[config.mk]
export PLATFORM = sky130hd
export DESIGN_NAME = srp_queue
export DESIGN_NICKNAME = d
export VERILOG_FILES = /design/src/hw/rtl/srp_pkg.sv /design/src/hw/rtl/srp_queue.sv
export SDC_FILE = /design/constraint.sdc
export NUM_CORES = 1
export LEC_CHECK = 0
export ABC_AREA = 1
export BUFFER_PORTS_ARGS = -buffer_cell sky130_fd_sc_hd__buf_2
export CAP_MARGIN = 20
export CORE_UTILIZATION = 55
export DETAILED_ROUTE_END_ITERATION = 16
export GPL_ROUTABILITY_DRIVEN = 1
export PLACE_DENSITY_LB_ADDON = 0.25
export SYNTH_ARGS = -nofsm -noshare
export SYNTH_HDL_FRONTEND = slang
export SYNTH_SLANG_ARGS = --single-unit
[constraint.sdc]
create_clock -name clk -period 4.1 [get_ports clk]
set_input_delay 0.82 -clock clk [delete_from_list [all_inputs] [get_ports clk]]
set_output_delay 0.82 -clock clk [all_outputs]
set_load 0.02 [all_outputs]
[src/hw/rtl/srp_pkg.sv]
// ----------------------------------------------------------------------------
// srp_pkg: shared types and constants of the SOCKS request parser
// Holds the result codes, the field kinds, the protocol byte values and the
// queue entry that passes from the front end to the back end.
// ----------------------------------------------------------------------------
package srp_pkg;

  typedef enum logic [2:0] {
    ACT_CONT   = 3'd0,
    ACT_GRANT4 = 3'd1,
    ACT_NOAUTH = 3'd2,
    ACT_READY  = 3'd3,
    ACT_CLOSE  = 3'd4,
    ACT_IGNORE = 3'd5
  } action_t;

  typedef enum logic [2:0] {
    FK_NONE   = 3'd0,
    FK_PORT_H = 3'd1,
    FK_PORT_L = 3'd2,
    FK_ADDR   = 3'd3,
    FK_NAME   = 3'd4,
    FK_USER   = 3'd5,
    FK_METHOD = 3'd6
  } field_kind_t;

  typedef enum logic [1:0] {
    DK_IPV4 = 2'd0,
    DK_NAME = 2'd1,
    DK_IPV6 = 2'd2
  } dest_kind_t;

  localparam logic [7:0] VER_SOCKS4   = 8'h04;
  localparam logic [7:0] VER_SOCKS5   = 8'h05;
  localparam logic [7:0] CMD_CONNECT  = 8'h01;
  localparam logic [7:0] ATYP_IPV4    = 8'h01;
  localparam logic [7:0] ATYP_NAME    = 8'h03;
  localparam logic [7:0] ATYP_IPV6    = 8'h04;
  localparam logic [7:0] BYTE_ZERO    = 8'h00;
  localparam logic [7:0] IPV4_BYTES   = 8'd4;
  localparam logic [7:0] IPV6_BYTES   = 8'd16;
  localparam logic [7:0] POS_SAT      = 8'hff;

  // byte as classified by the front end
  typedef struct packed {
    logic [7:0] data_byte;
    logic       end_of_stream;
    logic       new_session;
    logic       is_zero;
    logic       is_one;
    logic       is_three;
    logic       is_four;
    logic       is_five;
  } q_item_t;

  typedef struct packed {
    logic valid;
    logic full;
  } q_stat_t;

endpackage

[src/hw/rtl/srp_queue.sv]
// ----------------------------------------------------------------------------
// srp_queue: short FIFO between front end and back end
// Holds classified bytes so that intake and parsing stall independently.
// ----------------------------------------------------------------------------
module srp_queue import srp_pkg::*; #(
  parameter int DEPTH = 2
) (
  input  logic    clk,
  input  logic    rst_n,
  input  logic    push,
  input  q_item_t push_item,
  input  logic    pop,
  output q_item_t pop_item,
  output q_stat_t stat
);

  localparam int PW = $clog2(DEPTH);
  localparam int CW = $clog2(DEPTH + 1);
  localparam logic [PW-1:0] LAST_PTR = PW'(DEPTH - 1);
  localparam logic [CW-1:0] FULL_CNT = CW'(DEPTH);

  q_item_t       mem [DEPTH];
  logic [PW-1:0] wr_ptr_r, wr_ptr_nxt;
  logic [PW-1:0] rd_ptr_r, rd_ptr_nxt;
  logic [CW-1:0] count_r, count_nxt;
  logic          do_wr, do_rd;

  assign stat.valid = (count_r != '0);
  assign stat.full  = (count_r == FULL_CNT);
  assign do_wr      = push && !stat.full;
  assign do_rd      = pop && stat.valid;
  assign pop_item   = mem[rd_ptr_r];

  always_comb begin
    wr_ptr_nxt = wr_ptr_r;
    rd_ptr_nxt = rd_ptr_r;
    count_nxt  = count_r;
    if (do_wr) begin
      wr_ptr_nxt = (wr_ptr_r == LAST_PTR) ? '0 : wr_ptr_r + PW'(1);
    end
    if (do_rd) begin
      rd_ptr_nxt = (rd_ptr_r == LAST_PTR) ? '0 : rd_ptr_r + PW'(1);
    end
    if (do_wr && !do_rd) begin
      count_nxt = count_r + CW'(1);
    end else if (do_rd && !do_wr) begin
      count_nxt = count_r - CW'(1);
    end
  end

  always_ff @(posedge clk) begin
    if (!rst_n) begin
      wr_ptr_r <= '0;
      rd_ptr_r <= '0;
      count_r  <= '0;
    end else begin
      wr_ptr_r <= wr_ptr_nxt;
      rd_ptr_r <= rd_ptr_nxt;
      count_r  <= count_nxt;
    end
  end

  always_ff @(posedge clk) begin
    if (do_wr) begin
      mem[wr_ptr_r] <= push_item;
    end
  end

endmodule

==> impl_metrics.toml <==
[final_layout]
area_growth_syn_to_layout_pct = 17.6
drive_above_1_share_pct = 47.2
final_cell_mix = "buf_2, edfxtp_1, mux2_4"
final_nets = 146
mostFrequentLayoutCell = "buf_2"
diodes = 0

[global_routing]
antenna_found_initial = 0
grt_pass1_wl_um = 3280
grt_pass1_vias = 767
grt_max_degree = 16
grt-ovfl-total = 0
grt.total_usage_pct = 18.6

[clocking]
htreeDepth = 2
postCtsSetupRepairBufs = 0
cts_buffers = 5
postCtsHoldBufs = 0
clk_pin_slew_ns = 0.09
cts_tree = "yes"
clockBufferDepth = 2
cts_root_buf = "clkbuf_4"
clock-sinks = 35
clk_latency_ns = 0.34
ctsResizeCount = 0

[synthesis]
ys_seq_area_share_pct = 72.3
synth_top_family_by_area = "multiplexers"
yosys_register_bits = 35
muxShareOfSynthArea_pct = 14.9
synth_warnings = 0
syn_inst = 84
postSynthAreaPerCell_um2 = 16.5
synth_top_cell_area_share_pct = 65.1
yosys-top-cells-area = "edfxtp_1, mux2_4, dfxtp_1, mux2_2, nor2_1"
syn_nets = 104
synth_simple_gate_area_share_pct = 5.15
synth_fa_ha_area_share_pct = 0.904
synth.distinct_cells = 17
synth_area_leader_cell = "edfxtp_1"
synth_area_um2 = 1380
synth_compound_area_share_pct = 2.26
synthXorXnorAreaFrac_pct = 0

[sta]
rsz0062_at_grt = "no"
worst_slew_pin_slew_ns = 0.832
setup-violations-final = 0
timing.final.crit_period_ns = 2.60
slew_headroom_pct = 44.5
min_period_over_period_pct = 63.4
finalSetupTns_ns = 0
finalClockSkew_ns = 0.0156
clock.fmax_mhz = 385
finalHoldViolCount = 0
final_max_slew_viol_count = 0

[worst_hold_path]
min_to = "wr_ptr_r"
min_path_cells = 2
hp-class = "flip-flop to flip-flop"
worstHoldStart = "wr_ptr_r"

[critical_path]
setup.worst_path.start_class = "flip-flop"
worstPathMaxFanout = 15
required_ns = 3.28
arrival_ns = 1.78
reg2reg_from = "count_r[0]"
endpoint_kind = "primary output"
reg2reg_depth = 3
critPathKind = "flip-flop to primary output"
timing.rr.end = "mem[0][11]"
r2r_slack_ns = 2.54

[floorplanning]
initial_core_util_pct = 60.2
die_area_um2 = 2720
rows = 17
die_h_um = 52.2
core-area_um2 = 2300
die_w_um = 52.2
ios = 36

[power_and_ir_drop]
peakVddDrop_uv = 403
p_comb_share_pct = 31.6
clkPwrFrac_pct = 17.3
seqPwrFrac_pct = 51.1
swShare_pct = 32.8
p_switching_mw = 0.318
p_total_mw = 0.969
intPower_mw = 0.651
powerDensity_nw_per_um2 = 595
leakagePower_nw = 0.679

[detailed_routing]
drt_iter0_markers = 9
wl_per_cell_um = 14.2
vias = 792
vias_per_cell = 5.11
drcViolationCount = 0
firstDrtPassIters = 3
ant_nets = 0
drt_wl_total_um = 2200

[placed_design]
numPortBuffers = 35
finalWeightedCongestion = 0.562
post-dp-hpwl_um = 1630

[run]
drv_cap = 0

[status]
status = "finished clean"
[state kept, by name, indices dropped and copies added (netlist names), named ones only]
name      flops
rd_ptr_r      1
mem          30
wr_ptr_r      1
count_r       2
[cells by family (layout without fill, tap and decap cells)]
kind of cell,Yosys count,in the layout
AND/OR/NAND/NOR,18,18
multiplexers,15,15
AO/OA/AOI/OAI,5,5
flip-flops,35,35
adder cells (fa/ha/maj),1,1
buffers and inverters,10,53
[how the worst max path moves through the flow]
stage | cells past startpoint | slack [ns] | end
6_report | 2 | 1.50 | pop_item[14]
5_1_grt | 2 | 1.43 | pop_item[1]
4_1_cts | 2 | 1.46 | pop_item[14]
3_5_place_dp | 2 | 1.83 | pop_item[14]
3_3_place_gp | 2 | 1.84 | pop_item[4]
2_1_floorplan | 2 | 2.17 | mem[1][0]
[synth_stat cells]
library cell	count
o21ai_2	1
nor2_1	9
buf_12	1
buf_6	1
mux2_2	5
nand2_1	7
edfxtp_1	30
a21oi_1	1
ha_1	1
o21a_1	1
o21ai_0	2
nand4_1	1
mux2_4	10
dfxtp_1	5
inv_2	1
nand3_1	1
inv_1	7
[area by class of cell]
cell class	count	area [um^2]
sequential	35	1000
fill	159	669
multi-input combinational	39	322
timing repair buffer	37	190
clock buffer	6	41.3
tap	28	35.0
inverter	8	30.0
clock inverter	2	8.76
[per-stage QoR]
stage          cells  hold WS, ns  util [%]  cell area [um^2]  worst slack, ns
6_report         155        0.511      70.9              1630             1.50
5_1_grt          155        0.558      70.9              1630             1.43
4_1_cts          155        0.513      70.9              1630             1.46
3_5_place_dp     147        0.499      68.7              1580             1.83
3_3_place_gp     147        0.482      68.7              1580             1.84
2_1_floorplan     84        0.467         -              1380             2.17
[metal layers]
layer | GRT usage, % | vias up | part of all wire, %
met5 | 0 | - | 0
met4 | 10.5 | 0 | 2.1
met3 | 6.73 | 5 | 4.7
met2 | 32.5 | 24 | 55
met1 | 19.0 | 380 | 38
li1 | - | 383 | -
[critical path: stages (launching register included)]
cell	delay (ns)
dfxtp_1	0.88
mux2_2	0.42
buf_2	0.16
[power groups by stage]
stage,clock (mW),sequential [mW],combinational [mW]
final,0.168,0.495,0.307
after global routing,0.187,0.501,0.339
after CTS,0.172,0.496,0.311
after detailed placement,0,0.504,0.310
after global placement,0,0.499,0.299
after floorplan,0,0.478,0.255
No activity file was read; power rests on OpenSTA's default activity.
