$ cat src/hw/rtl/srp_pkg.sv
// ----------------------------------------------------------------------------
// srp_pkg: shared types and constants of the SOCKS request parser
// Holds the result codes, the field kinds, the protocol byte values and the
// queue entry that passes from the front end to the back end.
// ----------------------------------------------------------------------------
package srp_pkg;

  typedef enum logic [2:0] {
    ACT_CONT   = 3'd0,
    ACT_GRANT4 = 3'd1,
    ACT_NOAUTH = 3'd2,
    ACT_READY  = 3'd3,
    ACT_CLOSE  = 3'd4,
    ACT_IGNORE = 3'd5
  } action_t;

  typedef enum logic [2:0] {
    FK_NONE   = 3'd0,
    FK_PORT_H = 3'd1,
    FK_PORT_L = 3'd2,
    FK_ADDR   = 3'd3,
    FK_NAME   = 3'd4,
    FK_USER   = 3'd5,
    FK_METHOD = 3'd6
  } field_kind_t;

  typedef enum logic [1:0] {
    DK_IPV4 = 2'd0,
    DK_NAME = 2'd1,
    DK_IPV6 = 2'd2
  } dest_kind_t;

  localparam logic [7:0] VER_SOCKS4   = 8'h04;
  localparam logic [7:0] VER_SOCKS5   = 8'h05;
  localparam logic [7:0] CMD_CONNECT  = 8'h01;
  localparam logic [7:0] ATYP_IPV4    = 8'h01;
  localparam logic [7:0] ATYP_NAME    = 8'h03;
  localparam logic [7:0] ATYP_IPV6    = 8'h04;
  localparam logic [7:0] BYTE_ZERO    = 8'h00;
  localparam logic [7:0] IPV4_BYTES   = 8'd4;
  localparam logic [7:0] IPV6_BYTES   = 8'd16;
  localparam logic [7:0] POS_SAT      = 8'hff;

  // byte as classified by the front end
  typedef struct packed {
    logic [7:0] data_byte;
    logic       end_of_stream;
    logic       new_session;
    logic       is_zero;
    logic       is_one;
    logic       is_three;
    logic       is_four;
    logic       is_five;
  } q_item_t;

  typedef struct packed {
    logic valid;
    logic full;
  } q_stat_t;

endpackage

$ cat src/hw/rtl/srp_if.sv
// ----------------------------------------------------------------------------
// srp_in_if / srp_out_if: byte and result channels
// Valid/ready channels; a transfer happens when valid and ready are high.
// ----------------------------------------------------------------------------
interface srp_in_if;
  logic       valid;
  logic       ready;
  logic [7:0] data_byte;
  logic       end_of_stream;
  logic       new_session;

  modport source (output valid, output data_byte, output end_of_stream,
                  output new_session, input ready);
  modport sink   (input valid, input data_byte, input end_of_stream,
                  input new_session, output ready);
endinterface


$ cat src/hw/rtl/srp_front.sv
// ----------------------------------------------------------------------------
// srp_front: byte intake and classification
// Accepts a byte while the queue has room and tags it with the protocol
// values that the parser tests against.
// ----------------------------------------------------------------------------
module srp_front import srp_pkg::*; (
  srp_in_if.sink  in_ch,
  input  q_stat_t q_stat,
  output logic    q_push,
  output q_item_t q_item
);

  assign in_ch.ready = !q_stat.full;
  assign q_push      = in_ch.valid && !q_stat.full;

  always_comb begin
    q_item.data_byte     = in_ch.data_byte;
    q_item.end_of_stream = in_ch.end_of_stream;
    q_item.new_session   = in_ch.new_session;
    q_item.is_zero       = (in_ch.data_byte == BYTE_ZERO);
    q_item.is_one        = (in_ch.data_byte == CMD_CONNECT);
    q_item.is_three      = (in_ch.data_byte == ATYP_NAME);
    q_item.is_four       = (in_ch.data_byte == VER_SOCKS4);
    q_item.is_five       = (in_ch.data_byte == VER_SOCKS5);
  end

endmodule

$ cat src/flat_wrapper.sv
// flat-port wrapper written by rule: the top's interface ports become plain ports
module srp_front_flat import srp_pkg::*;
  (q_stat, q_push, q_item, in_ch_valid, in_ch_data_byte, in_ch_end_of_stream, in_ch_new_session, in_ch_ready);
  srp_in_if in_ch_i ();
  input  q_stat_t q_stat;
  output logic q_push;
  output q_item_t q_item;
  input wire logic [$bits(in_ch_i.valid)-1:0] in_ch_valid;
  input wire logic [$bits(in_ch_i.data_byte)-1:0] in_ch_data_byte;
  input wire logic [$bits(in_ch_i.end_of_stream)-1:0] in_ch_end_of_stream;
  input wire logic [$bits(in_ch_i.new_session)-1:0] in_ch_new_session;
  output wire logic [$bits(in_ch_i.ready)-1:0] in_ch_ready;
  assign in_ch_i.valid = in_ch_valid;
  assign in_ch_i.data_byte = in_ch_data_byte;
  assign in_ch_i.end_of_stream = in_ch_end_of_stream;
  assign in_ch_i.new_session = in_ch_new_session;
  assign in_ch_ready = in_ch_i.ready;
  srp_front u_core (.in_ch(in_ch_i), .q_stat(q_stat), .q_push(q_push), .q_item(q_item));
endmodule
$ cat config.mk
export PLATFORM = sky130hd
export DESIGN_NAME = srp_front_flat
export DESIGN_NICKNAME = d
export VERILOG_FILES = /design/src/hw/rtl/srp_pkg.sv /design/src/hw/rtl/srp_if.sv /design/src/hw/rtl/srp_front.sv /design/src/flat_wrapper.sv
export SDC_FILE = /design/constraint.sdc
export NUM_CORES = 1
export LEC_CHECK = 0
export BUFFER_PORTS_ARGS = -buffer_cell sky130_fd_sc_hd__buf_2
export CORE_AREA = 3 3 40 42
export DETAILED_ROUTE_END_ITERATION = 8
export DIE_AREA = 0 0 43 45
export PLACE_DENSITY = 0.55
export SKIP_LAST_GASP = 1
export SLEW_MARGIN = 20
export SYNTH_ARGS = -nofsm -noshare
export SYNTH_HDL_FRONTEND = slang
export SYNTH_SLANG_ARGS = --single-unit
$ cat constraint.sdc
create_clock -name vclk -period 3.4
set_clock_uncertainty 0.1 [all_clocks]
set_input_delay 0.68 -clock vclk [all_inputs]
set_output_delay 0.68 -clock vclk [all_outputs]
set_load 0.01 [all_outputs]
==> results of run 1 <==
kinds of logic after synthesis:
group | count (synthesis) | synth area share, %
simple gates | 11 | 55.6
buf+inv | 11 | 44.4
path summary, 6_finish.rpt:
| kind | to | slack, ns |
|---|---|---|
| max | q_item[0] | 0.86 |
| min | q_item[6] | 1.26 |
layout make-up:
| cell class | instances | area share (%) |
|---|---|---|
| inverter | 1 | 1.52 |
| timing repair buffer | 25 | 50.8 |
| tap | 15 | 7.61 |
| multi-input combinational | 11 | 40.1 |
per-layer routing:
metal | up-vias | routed length (um) | part of all wire (%) | track usage (%)
met2 | 11 | 274 | 51 | 8.68
met4 | 0 | 0 | 0 | 0
li1 | 99 | - | - | -
met5 | - | 0 | 0 | 0
met3 | 0 | 83 | 15 | 2.39
met1 | 82 | 178 | 33 | 5.00
where the power goes:
group | internal [mW] | total (mW) | switching, mW | leakage (nW)
Sequential | 0 | 0 | 0 | 0
Combinational | 0.0108 | 0.0230 | 0.0122 | 0.140
Clock | 0 | 0 | 0 | 0
Total | 0.0108 | 0.0230 | 0.0122 | 0.140
placed cells by master, fill, tap and decap left out:
cell,n
buf_2,25
nor2_1,2
nor4b_2,2
or4_4,1
nor4b_1,1
and3_1,1
and4b_1,1
nand2b_1,1
nor4_2,1
nor2b_1,1
inv_1,1
==> metrics.yaml, run 1 <==
run_status: "finished, final reports clean"
cp.depth: 4
antenna_found_initial: 0
n_fill_cell: 155
post-route-period-util_pct: 74.6
place_congestion: 0.622
netlist_instances: 22
critPathMaxStageDelay_ns: 0.56
diodes: 0
grt_start_max_net_pins: 6
worstSetupEndpointType: "output pin"
regArea_um2: 0
seq_cells: 0
synth_top_area_cell: "buf_4"
num-nets-final: 52
ys_types: 11
ys_warn_count: 0
timing.critical_path.mode_cell: "buf_2"
synth_top_area_share_pct: 42.3
core_region_area_um2: 1280
cp.buffers_inverters: 2
grt_usage_pct: 4.64
place_ws_ns: 0.852
leakage_nw: 0.140
port_buffers: 25
io-pin-count: 30
period_minus_slack_ns: 2.54
start_kind: "primary input"
worstHoldStart: "in_ch_end_of_stream"
worst_path_max_delay_cell: "or4_4"
dieArea_um2: 1940
ctsResizeCount: 0
yosysSeqAreaShare_pct: 0
tns_ns: 0
drc: 0
whs_ns: 1.26
overflow: 0
worstSetupStartpoint: "in_ch_data_byte[3]"
hold_path_class: "in2out"
tightest_slew_ns: 0.308
synth.most_common_cell: "buf_4"
drt-vias-per-instance: 3.69
max_freq_mhz: 394
drive_gt1_share_pct: 78.4
dp.cells: 52
vias: 192
rows: 13
wl_per_cell_um: 10.3
path_cells: "buf_2, or4_4, nor4b_2, buf_2"
path_delay_family: "simple AND/OR/NAND/NOR gates"
grt_pass1_vias: 168
totalWireLength_um: 536
required_ns: 2.62
peakVddDrop_mv: 0.0140
cts_hold_buf: 0
initial_core_util_pct: 13.8
grt_pass1_wl_um: 724
setup_violations: 0
hold_depth: 0
fin_area_um2: 246
syn2layout_area_growth_pct: 38.7
synth.avg_cell_area_um2: 8.08
netlist_top_cells_area: "buf_4 42%, nor4b_2 17%, nor4_2 7.0%, or4_4 6.3%, and4b_1 5.6%"
worstPathArrival_ns: 1.76
die_w_um: 43
fin_cells: 52
drt_iter0_markers: 1
syn_area_um2: 178
final_hold_viol_count: 0
rsz0062_at_grt: "false"
first_pass_iters: 3
die_h_um: 45
path_max_fanout: 3
clkbuf_count: 0
power.density_cell_area_nw_per_um2: 93.2
fin_ws_ns: 0.862
cts_setup_buffers: 0
postPlaceCellArea_um2: 246
place_hpwl_um: 488
synth_fp_nets: 35
final_util_pct: 19.2
max_cap_violations: 0
report.final.slew_viol_count: 0
critPathKind: "in2out"
p_total_mw: 0.0230
yosys-top-cells-count: "10 x buf_4, 2 x nor2_1, 2 x nor4b_2"
multiInputGateArea_um2: 98.8
ant_nets: 0
relSlewSlack_pct: 79.2
Power figures use the tool's default switching activity.
==> run 2: changes to the inputs <==
ABC_AREA = 1   (was not set)
clock period = 2.5 ns   (was 3.4 ns; I/O delays follow)
==> metrics.yaml, run 2 <==
m1WireLength_um: 169  # was 178 um
grt_pass1_wl_um: 779  # was 724 um
p_comb_share_pct: 100.0  # about the same
worstPathArrival_ns: 1.09  # was 1.76 ns
synth_fp_nets: 47  # was 35
place_hpwl_um: 428  # was 488 um
critPathKind: "in2out"  # unchanged
cts_hold_buf: 0  # unchanged
ys_warn_count: 0  # unchanged
path_cells: "buf_2, nor2_1, nand2_1, nor2_1, buf_2"  # was buf_2, or4_4, nor4b_2, buf_2
synth.avg_cell_area_um2: 5.08  # was 8.08 um2
leakage_nw: 0.159  # was 0.140 nW
drt-vias-per-instance: 3.44  # was 3.69
io-pin-count: 30  # unchanged
wl_met2_um: 216  # was 274 um
period_minus_slack_ns: 1.69
die_h_um: 45  # unchanged
setup_violations: 0  # unchanged
synth_top_area_share_pct: 43.5  # was 42.3%
swShare_pct: 54.3  # was 53.0%
post-route-period-util_pct: 67.6
max_cap_violations: 0  # unchanged
cts_setup_buffers: 0  # unchanged
power.density_cell_area_nw_per_um2: 130  # was 93.2 nW/um2
overflow: 0  # unchanged
wl_per_cell_um: 7.19  # was 10.3 um
yosys-top-cells-count: "10 x buf_4, 9 x nor2_1, 7 x nand2_1, 5 x inv_1, 3 x nor2_2"  # was 10 x buf_4, 2 x nor2_1, 2 x nor4b_2
diodes: 0  # unchanged
syn_area_um2: 173  # was 178 um2
drc: 0  # unchanged
synth.most_common_cell: "buf_4"  # unchanged
clkbuf_count: 0  # unchanged
ys_types: 5  # was 11
yosysSeqAreaShare_pct: 0  # unchanged
required_ns: 1.90  # was 2.62 ns
relSlewSlack_pct: 89.1  # was 79.2%
netlist_instances: 34  # was 22
regArea_um2: 0  # unchanged
hold_depth: 0  # unchanged
intPower_mw: 0.0144  # was 0.0108 mW
rsz0062_at_grt: "false"  # unchanged
ctsResizeCount: 0  # unchanged
grt_start_max_net_pins: 6  # unchanged
final_cell_mix: "25 x buf_2, 9 x nor2_1, 7 x nand2_1"  # was 25 x buf_2, 2 x nor2_1, 2 x nor4b_2
grt_pass1_vias: 212  # was 168
met3_length_um: 74  # was 83 um
port_buffers: 25  # unchanged
dieArea_um2: 1940  # unchanged
seq_cells: 0  # unchanged
vias: 220  # was 192
pwr-share-clk_pct: 0  # about the same
rows: 13  # unchanged
drt_iter0_markers: 1  # unchanged
antenna_found_initial: 0  # unchanged
initial_core_util_pct: 13.4  # was 13.8%
grt_usage_pct: 4.81  # was 4.64%
final_common_cell: "buf_2"  # unchanged
num-nets-final: 64  # was 52
core_region_area_um2: 1280  # unchanged
first_pass_iters: 2  # was 3
report.final.slew_viol_count: 0  # unchanged
netlist_top_cells_area: "buf_4 43%, nor2_1 20%, nand2_1 15%, inv_1 11%, nor2_2 11%"  # was buf_4 42%, nor4b_2 17%, nor4_2 7.0%, or4_4 6.3%, and4b_1 5.6%
final_util_pct: 18.8  # was 19.2%
ant_nets: 0  # unchanged
final_hold_viol_count: 0  # unchanged
top_layer: "met3"  # unchanged
totalWireLength_um: 460  # was 536 um
critPathMaxStageDelay_ns: 0.14  # was 0.56 ns
pwr-share-seq_pct: 0  # about the same
syn2layout_area_growth_pct: 39.9  # was 38.7%
start_kind: "primary input"  # unchanged
max_freq_mhz: 592
worst_path_max_delay_cell: "buf_2"  # was or4_4
switchingPower_mw: 0.0171  # was 0.0122 mW
synth_top_area_cell: "buf_4"  # unchanged
hold_path_class: "in2out"  # unchanged
peakVddDrop_mv: 0.0248  # was 0.0140 mV
place_congestion: 0.559  # was 0.622
path_max_fanout: 5  # was 3
tightest_slew_ns: 0.163  # was 0.308 ns
drive_gt1_share_pct: 57.1  # was 78.4%
worstSetupEndpointType: "output pin"  # unchanged
die_w_um: 43  # unchanged
run_status: "finished, final reports clean"  # unchanged
n_fill_cell: 147  # was 155
tns_ns: 0  # unchanged
==> run 2: cell count changes after synthesis, moves of 2 or more <==
cell,before,now
nand2_1,0,7
nor2_1,2,9
inv_1,1,5
nor2_2,0,3
nor4b_2,2,0
==> run 2: area by class of cell <==
type / count / area (um2) / area share (%)
multi-input combinational: 19 / 78.8 / 32.6
timing repair buffer: 25 / 125 / 51.8
inverter: 5 / 18.8 / 7.77
tap: 15 / 18.8 / 7.77
==> run 2: cell families after synthesis <==
group	share of synthesized area, %
buffers and inverters	54.3
AND/OR/NAND/NOR	45.7
==> run 2: path summary, 6_finish.rpt <==
| check | from | to | slack [ns] |
|---|---|---|---|
| worst min-delay path | in_ch_end_of_stream | q_item[6] | 0.90 |
| worst max-delay path | in_ch_data_byte[7] | q_item[0] | 0.81 |
==> run 2: metrics by stage <==
| stage | hold slack (ns) | setup WS, ns | cells | total power, mW | cell area [um2] |
|---|---|---|---|---|---|
| final | 0.900 | 0.810 | 64 | 0.0315 | 241 |
| after global routing | 0.900 | 0.648 | 64 | 0.0357 | 241 |
| after CTS | 0.900 | 0.793 | 64 | 0.0321 | 241 |
| after detailed placement | 0.900 | 0.798 | 64 | 0.0320 | 241 |
| after global placement | 0.900 | 0.811 | 64 | 0.0316 | 241 |
| after floorplan | 0.944 | 1.02 | 34 | 0.0250 | 173 |
==> run 2: routing by layer <==
metal  GRT usage (%)  up-vias
met5               0        -
met4               0        0
met3           0.398        0
met2            9.58       18
met1            5.95       84
li1                -      118
==> run 2: critical path, delay by kind of cell <==
kind                   cells  cell delay (ns)
buffers and inverters      2             0.24
AND/OR/NAND/NOR            3             0.35
==> run 2: power groups by stage <==
stage	Clock, mW	Combinational [mW]	Sequential, mW
CTS	0	0.0321	0
global route	0	0.0357	0
global placement	0	0.0316	0
floorplan	0	0.0250	0
detailed placement	0	0.0320	0
finish	0	0.0315	0
